File: src/pcrrb_pkg.sv
// Package: word types, status and class codes for the job scheduler.
`timescale 1ns / 1ps
`default_nettype none
package pcrrb_pkg;

  typedef struct packed {
    logic        op;
    logic [15:0] job_tag;
    logic [2:0]  urgency;
    logic [7:0]  work_time;
  } cmd_t;

  typedef struct packed {
    logic [1:0]  status;
    logic        valid_job;
    logic [15:0] done_tag;
    logic [1:0]  done_urgency;
    logic [7:0]  done_time;
    logic [5:0]  batch_index;
    logic        batch_first;
    logic        last;
  } res_t;

  localparam logic OP_ADD = 1'b0;
  localparam logic OP_RUN = 1'b1;

  localparam logic [2:0] URG_HIGH = 3'd1;
  localparam logic [2:0] URG_RING = 3'd2;
  localparam logic [2:0] URG_LOW  = 3'd3;

  localparam logic [1:0] ST_OK      = 2'd0;
  localparam logic [1:0] ST_BAD_URG = 2'd1;
  localparam logic [1:0] ST_FULL    = 2'd2;
  localparam logic [1:0] ST_EMPTY   = 2'd3;

  localparam logic REG_SLICE  = 1'b0;
  localparam logic REG_BUDGET = 1'b1;

  localparam logic [7:0] SLICE_RESET  = 8'd1;
  localparam logic [7:0] BUDGET_RESET = 8'd24;

endpackage
`default_nettype wire

File: src/priority_class_round_robin_batcher.sv
// Top level: three-class job scheduler with round-robin ring and next-fit batching.
`timescale 1ns / 1ps
`default_nettype none
// An add word is handled while idle: its single result appears the next cycle and
// busy stays low. A run word raises busy and walks the stored jobs through one
// shared read/compare/subtract step: each high or low job and each ring visit
// passes a read state and then a process state, and an already completed ring
// entry is passed over in the read state on a later pass. Results come one per
// strobe on res/res_valid and cannot be held off; the receiver must take each word
// in the cycle it is shown. The last result of every command word has last set.
module priority_class_round_robin_batcher #(
  parameter int CLASS_DEPTH = 16
) (
  input  wire               clk,
  input  wire               rst,
  input  wire               start,
  output logic              busy,
  input  wire pcrrb_pkg::cmd_t cmd,
  output pcrrb_pkg::res_t   res,
  output logic              res_valid,
  input  wire               cfg_write,
  input  wire               cfg_index,
  input  wire [7:0]         cfg_data
);
  import pcrrb_pkg::*;

  localparam int IW = (CLASS_DEPTH > 1) ? $clog2(CLASS_DEPTH) : 1;
  localparam int CW = $clog2(CLASS_DEPTH + 1);
  localparam logic [CW-1:0] DEPTH_C = CW'(CLASS_DEPTH);

  localparam logic [2:0] S_IDLE = 3'd0;
  localparam logic [2:0] S_HRD  = 3'd1;
  localparam logic [2:0] S_HPR  = 3'd2;
  localparam logic [2:0] S_RRD  = 3'd3;
  localparam logic [2:0] S_RPR  = 3'd4;
  localparam logic [2:0] S_LRD  = 3'd5;
  localparam logic [2:0] S_LPR  = 3'd6;

  logic [2:0]    state;
  logic [7:0]    slice_length;
  logic [7:0]    batch_budget;
  logic [CW-1:0] high_count;
  logic [CW-1:0] ring_count;
  logic [CW-1:0] low_count;
  logic [CW-1:0] alive;
  logic [IW-1:0] idx;
  logic [8:0]    batch_used;
  logic          batch_open;
  logic [5:0]    cur_index;
  logic [CLASS_DEPTH-1:0] done_flags;

  logic [23:0] high_mem [CLASS_DEPTH];
  logic [23:0] ring_mem [CLASS_DEPTH];
  logic [23:0] low_mem  [CLASS_DEPTH];
  logic [7:0]  rem_mem  [CLASS_DEPTH];
  logic [23:0] rd_high;
  logic [23:0] rd_ring;
  logic [23:0] rd_low;
  logic [7:0]  rd_rem;

  // add path
  logic          is_add;
  logic          we_high;
  logic          we_ring;
  logic          we_low;
  logic [1:0]    add_status;
  logic [23:0]   add_word;

  always_comb begin
    is_add     = start && (state == S_IDLE) && (cmd.op == OP_ADD);
    we_high    = 1'b0;
    we_ring    = 1'b0;
    we_low     = 1'b0;
    add_status = ST_OK;
    add_word   = {cmd.job_tag, cmd.work_time};
    case (cmd.urgency)
      URG_HIGH: if (high_count >= DEPTH_C) add_status = ST_FULL; else we_high = is_add;
      URG_RING: if (ring_count >= DEPTH_C) add_status = ST_FULL; else we_ring = is_add;
      URG_LOW:  if (low_count >= DEPTH_C) add_status = ST_FULL; else we_low = is_add;
      default:  add_status = ST_BAD_URG;
    endcase
  end

  // ring step
  logic [7:0]    quantum;
  logic          ring_done;
  logic          rem_we;
  logic [IW-1:0] rem_wa;
  logic [7:0]    rem_wd;
  logic [IW-1:0] idx_inc;
  logic [IW-1:0] ring_next;

  always_comb begin
    quantum   = (slice_length == 8'd0) ? 8'd1 : slice_length;
    ring_done = (rd_rem <= quantum);
    idx_inc   = IW'(idx + 1'b1);
    ring_next = (CW'(idx) + 1'b1 == ring_count) ? '0 : idx_inc;
    rem_we    = 1'b0;
    rem_wa    = idx;
    rem_wd    = rd_rem - quantum;
    if (we_ring) begin
      rem_we = 1'b1;
      rem_wa = ring_count[IW-1:0];
      rem_wd = cmd.work_time;
    end else if (state == S_RPR && !ring_done) begin
      rem_we = 1'b1;
    end
  end

  always_ff @(posedge clk) begin
    if (we_high) high_mem[high_count[IW-1:0]] <= add_word;
    rd_high <= high_mem[idx];
  end

  always_ff @(posedge clk) begin
    if (we_ring) ring_mem[ring_count[IW-1:0]] <= add_word;
    rd_ring <= ring_mem[idx];
  end

  always_ff @(posedge clk) begin
    if (we_low) low_mem[low_count[IW-1:0]] <= add_word;
    rd_low <= low_mem[idx];
  end

  always_ff @(posedge clk) begin
    if (rem_we) rem_mem[rem_wa] <= rem_wd;
    rd_rem <= rem_mem[idx];
  end

  // next-fit batching of the job now being emitted
  logic [23:0] job_word;
  logic [1:0]  job_urg;
  logic        job_over;
  logic        job_first;
  logic [5:0]  job_index;
  logic [8:0]  job_used;

  always_comb begin
    case (state)
      S_HPR:   begin job_word = rd_high; job_urg = URG_HIGH[1:0]; end
      S_RPR:   begin job_word = rd_ring; job_urg = URG_RING[1:0]; end
      default: begin job_word = rd_low;  job_urg = URG_LOW[1:0];  end
    endcase
    job_over  = (10'(batch_used) + 10'(job_word[7:0])) > 10'(batch_budget);
    job_first = !batch_open || job_over;
    job_index = !batch_open ? 6'd0 : (job_over ? cur_index + 6'd1 : cur_index);
    job_used  = 9'((job_first ? 9'd0 : batch_used) + 9'(job_word[7:0]));
  end

  logic last_high;
  logic last_ring;
  logic last_low;
  assign last_high = (CW'(idx) + 1'b1 == high_count);
  assign last_ring = (alive == CW'(1));
  assign last_low  = (CW'(idx) + 1'b1 == low_count);

  res_t job_res;
  always_comb begin
    job_res              = '0;
    job_res.status       = ST_OK;
    job_res.valid_job    = 1'b1;
    job_res.done_tag     = job_word[23:8];
    job_res.done_urgency = job_urg;
    job_res.done_time    = job_word[7:0];
    job_res.batch_index  = job_index;
    job_res.batch_first  = job_first;
    case (state)
      S_HPR:   job_res.last = last_high && (ring_count == '0) && (low_count == '0);
      S_RPR:   job_res.last = last_ring && (low_count == '0);
      default: job_res.last = last_low;
    endcase
  end

  assign busy = (state != S_IDLE);

  always_ff @(posedge clk) begin
    if (rst) begin
      state        <= S_IDLE;
      res_valid    <= 1'b0;
      slice_length <= SLICE_RESET;
      batch_budget <= BUDGET_RESET;
      high_count   <= '0;
      ring_count   <= '0;
      low_count    <= '0;
      alive        <= '0;
      idx          <= '0;
      batch_used   <= '0;
      batch_open   <= 1'b0;
      cur_index    <= '0;
      done_flags   <= '0;
    end else begin
      res_valid <= 1'b0;
      if (cfg_write) begin
        if (cfg_index == REG_SLICE) slice_length <= cfg_data;
        if (cfg_index == REG_BUDGET) batch_budget <= cfg_data;
      end
      if (state == S_HPR || (state == S_RPR && ring_done) || state == S_LPR) begin
        res        <= job_res;
        res_valid  <= 1'b1;
        batch_open <= 1'b1;
        batch_used <= job_used;
        cur_index  <= job_index;
      end
      case (state)
        S_IDLE: begin
          if (start) begin
            res       <= '0;
            res.last  <= 1'b1;
            res_valid <= 1'b1;
            idx       <= '0;
            if (cmd.op == OP_ADD) begin
              res.status <= add_status;
              if (we_high) high_count <= high_count + 1'b1;
              if (we_ring) ring_count <= ring_count + 1'b1;
              if (we_low) low_count <= low_count + 1'b1;
            end else if (high_count == '0 && ring_count == '0 && low_count == '0) begin
              res.status <= ST_EMPTY;
            end else begin
              res_valid  <= 1'b0;
              batch_open <= 1'b0;
              batch_used <= '0;
              done_flags <= '0;
              alive      <= ring_count;
              if (high_count != '0) state <= S_HRD;
              else if (ring_count != '0) state <= S_RRD;
              else state <= S_LRD;
            end
          end
        end
        S_HRD: state <= S_HPR;
        S_HPR: begin
          if (last_high) begin
            idx <= '0;
            if (ring_count != '0) state <= S_RRD;
            else if (low_count != '0) state <= S_LRD;
            else state <= S_IDLE;
          end else begin
            idx   <= idx_inc;
            state <= S_HRD;
          end
        end
        S_RRD: begin
          if (done_flags[idx]) idx <= ring_next;
          else state <= S_RPR;
        end
        S_RPR: begin
          if (ring_done) begin
            done_flags[idx] <= 1'b1;
            alive           <= alive - 1'b1;
          end
          if (ring_done && last_ring) begin
            idx <= '0;
            if (low_count != '0) state <= S_LRD;
            else state <= S_IDLE;
          end else begin
            idx   <= ring_next;
            state <= S_RRD;
          end
        end
        S_LRD: state <= S_LPR;
        S_LPR: begin
          if (last_low) begin
            state <= S_IDLE;
          end else begin
            idx   <= idx_inc;
            state <= S_LRD;
          end
        end
        default: state <= S_IDLE;
      endcase
      // end of run: empty all classes
      if ((state == S_HPR && last_high && ring_count == '0 && low_count == '0) ||
          (state == S_RPR && ring_done && last_ring && low_count == '0) ||
          (state == S_LPR && last_low)) begin
        high_count <= '0;
        ring_count <= '0;
        low_count  <= '0;
        batch_used <= '0;
      end
    end
  end

  a_nonjob_last: assert property (@(posedge clk) disable iff (rst)
    res_valid && !res.valid_job |-> res.last)
    else $error("non-job result without last");

  a_job_ok: assert property (@(posedge clk) disable iff (rst)
    res_valid && res.valid_job |-> res.status == ST_OK)
    else $error("job result with bad status");

  a_run_end: assert property (@(posedge clk) disable iff (rst)
    $fell(busy) |-> res_valid && res.last && high_count == '0 && ring_count == '0 &&
                    low_count == '0)
    else $error("run ended without final word or with jobs left");

  a_ring_alive: assert property (@(posedge clk) disable iff (rst)
    (state == S_RRD || state == S_RPR) |-> alive != '0)
    else $error("ring phase with no live job");

endmodule
`default_nettype wire
File: config.mk
export PLATFORM = sky130hd
export DESIGN_NAME = priority_class_round_robin_batcher
export DESIGN_NICKNAME = d
export VERILOG_FILES = /design/src/pcrrb_pkg.sv /design/src/priority_class_round_robin_batcher.sv
export SDC_FILE = /design/constraint.sdc
export NUM_CORES = 2
export LEC_CHECK = 0
export ABC_AREA = 1
export BUFFER_PORTS_ARGS = -buffer_cell sky130_fd_sc_hd__buf_4
export CORE_UTILIZATION = 30
export CTS_CLUSTER_DIAMETER = 40
export DETAILED_ROUTE_END_ITERATION = 8
export GPL_ROUTABILITY_DRIVEN = 0
export SLEW_MARGIN = 10
export SYNTH_ARGS = -nofsm -noshare
export SYNTH_HDL_FRONTEND = slang
export SYNTH_SLANG_ARGS = --single-unit
export TNS_END_PERCENT = 20
File: constraint.sdc
create_clock -name clk -period 15.11 [get_ports clk]
set_input_delay 1.511 -clock clk [delete_from_list [all_inputs] [get_ports clk]]
set_output_delay 1.511 -clock clk [all_outputs]
set_load 0.02 [all_outputs]
==> results.json <==
{
  "power.density_nw_per_um2": 141,
  "io_buffer_count": 79,
  "die_height_um": 443,
  "synth_commonest_cells": "1317 x edfxtp_1, 780 x nor2_1, 720 x o21ai_0, 601 x nand2_1, 321 x o22ai_1",
  "max_stage_delay_ps": 730,
  "synth_top_area_share_pct": 67.9,
  "cp.arrival_ps": 6690,
  "whs_ps": 451,
  "hold_class": "register to register",
  "wl_mm": 156,
  "vias": 38000,
  "fill_cells": 18400,
  "syn2layout_area_growth_pct": 15.9,
  "cts_buffer_depth": 3,
  "ios": 80,
  "yosys.area.top_type": "edfxtp_1",
  "rsz0062_at_grt": "no",
  "core_um2": 193000,
  "setup_viol": 0,
  "syn_area_per_cell_um2": 12.2,
  "first_pass_iters": 6,
  "initial_core_util_pct": 30.2,
  "seqPwrFrac_pct": 48.1,
  "crit_buf_inv": 3,
  "ys_types": 44,
  "cts_buffers": 171,
  "wl_per_cell_um": 20.9,
  "worst_path_most_repeated_cell": "nand2_1",
  "worstSkewPairLatency_ps": 800,
  "worst-slew-pin-transition_ps": 1180,
  "timing.final.crit_share_pct": 40.0,
  "cts_resized": 0,
  "drv_slew": 0,
  "regArea_um2": 42700,
  "cts_hold_buf": 0,
  "p_leak_uw": 0.0224,
  "die_area_um2": 196000,
  "clkSlewWorstSetupHoldPaths_ps": 50,
  "swShare_pct": 23.8,
  "fmax_ghz": 0.165,
  "seq_area_frac_synth_pct": 73.2,
  "grt_pass1_wl_mm": 234,
  "fin_crit_ps": 6040,
  "yosysMostFrequentCell": "edfxtp_1",
  "power.net_switching_uw": 2260,
  "crit_path_end_kind": "register",
  "yosys_warnings": 0,
  "grt_usage_pct": 15.6,
  "crit_type": "register to register",
  "crit_slowest_cell": "nor2_4",
  "synthArstFlopShare_pct": 0,
  "synth_area_leaders": "edfxtp_1 68%, o21ai_0 6.2%, dfxtp_1 5.4%, nor2_1 5.0%, nand2_1 3.9%",
  "vias_per_cell": 5.07,
  "worstPathMaxFanout": 32,
  "grt_start_max_net_pins": 132,
  "drc": 0,
  "met3_usage_pct": 3.13,
  "cts_tree": "built",
  "first_global_vias": 36600,
  "met1_usage_pct": 21.2,
  "syn_nets": 4886,
  "comb_power_share_pct": 7.7,
  "slew_headroom_pct": 21.2,
  "synthCells": 4791,
  "cp_top_family": "simple AND/OR/NAND/NOR gates",
  "antenna_found_initial": 11,
  "final_area_um2": 67500,
  "dpl.hpwl_mm": 84.8,
  "multi_input_area_um2": 14300,
  "post_cts_buffers": 0,
  "worstPathRequired_ps": 15760,
  "utilization_pct": 35.0,
  "p_int_uw": 7240,
  "root_buffer": "clkbuf_16",
  "drtIter0Drc": 3603,
  "final-hold-violation-count": 0,
  "synth_edf_count": 1317,
  "syn_area_um2": 58300,
  "status": "finished clean",
  "synthMuxAreaShare_pct": 0,
  "grt_overflow_total": 0,
  "yosys.area_share.simple_pct": 11.0,
  "fin_setup_tns_ps": 0,
  "synth_fa_ha_area_share_pct": 1.20,
  "startpoint_type": "register",
  "synthFlopType": "edfxtp_1",
  "synth-seq-cells": 1473,
  "synth_top_family_by_area": "compound AO/OA/AOI/OAI gates",
  "final_layout_size_suffix_gt1_share_pct": 9.77,
  "synth_compound_area_share_pct": 11.3,
  "cts.htree.levels": 4,
  "met2_usage_pct": 24.9,
  "die_w_um": 443,
  "placed_area_um2": 61700,
  "cap_violations": 0,
  "grt_busiest_layer": "met2",
  "route.antenna.remaining_nets": 0,
  "rows": 161,
  "synthXorXnorAreaFrac_pct": 0.301,
  "clkSinkCount": 1473,
  "fin_skew_ps": 49.3,
  "power_frac_clock_pct": 44.2,
  "fin_nets": 4903,
  "ir_drop_mv": 0.0815
}
area by class of cell:
class | instances | share of cell area (%)
Timing Repair Buffer | 129 | 1.43
Clock buffer | 220 | 6.88
Inverter | 162 | 0.927
Clock inverter | 100 | 1.74
Sequential cell | 1473 | 63.2
Antenna cell | 5 | 0.0185
Tap cell | 2526 | 4.68
Multi-Input combinational cell | 2871 | 21.1
cells in the final DEF (no fill, tap or decap), types with 17 or more instances in the layout:
cell	instances
edfxtp_1	1317
o21ai_0	720
o22ai_1	321
clkinv_2	28
nand2_1	600
bufinv_16	17
ha_1	51
clkbuf_1	34
nor2_1	726
a21oi_1	119
a22o_1	17
nand4_1	98
nor2_4	51
inv_1	152
dfxtp_1	154
clkbuf_16	174
nand3_1	84
buf_4	129
stage by stage:
step / std cells / total power [uW] / worst slack [ps]
5_1_grt: 7481 / 9790 / 8410
3_5_place_dp: 7161 / 5390 / 9080
3_3_place_gp: 7161 / 5380 / 9290
2_1_floorplan: 4791 / 5090 / 10280
4_1_cts: 7481 / 9560 / 9060
6_report: 7486 / 9500 / 9070
metal layers:
metal / share of wire [%] / vias to the layer above
met5: 0.026 / -
met4: 2.3 / 6
met3: 7.6 / 229
met2: 47 / 1332
met1: 43 / 19000
li1: - / 17400
power by group through the flow:
stage	sequential, uW	combinational (uW)	clock, uW
6_report	4580	732	4200
5_1_grt	4580	809	4400
4_1_cts	4580	736	4250
3_5_place_dp	4660	733	0
3_3_place_gp	4660	719	0
2_1_floorplan	4680	411	0
cell families after synthesis:
logic type	count (synthesis)
AND/OR/NAND/NOR	1589
AO/OA/AOI/OAI	1208
buffers and inverters	447
flip-flops	1473
XOR/XNOR	20
adder cells (fa/ha/maj)	54
registers in the layout, summed over array words and instances (netlist names), 9 cells and up:
signal / count
batch_used: 9
done_flags: 16
high_mem: 384
low_mem: 384
rd_high: 24
rd_low: 24
rd_ring: 24
rem_mem: 128
res: 37
ring_mem: 384
final timing paths:
kind                                       to  cells after the start          start  slack, ps
worst min register to register  done_flags[8]                      2  done_flags[8]        450
worst max-delay path            batch_used[6]                     34       state[1]       9070
worst min-delay path            done_flags[8]                      2  done_flags[8]        450
worst max register to register  batch_used[6]                     34       state[1]       9070
worst reg2reg max path, delay by kind of cell, from the launching register on:
kind	cells	cell delay, ps
AOI/OAI and AO/OA	3	220
xor gates and xnor gates	2	340
adders and majority gates	4	1330
buffers and inverters	3	400
DFF	1	460
and+or+nand+nor	22	3150
No activity file was read; power rests on OpenSTA's default activity.
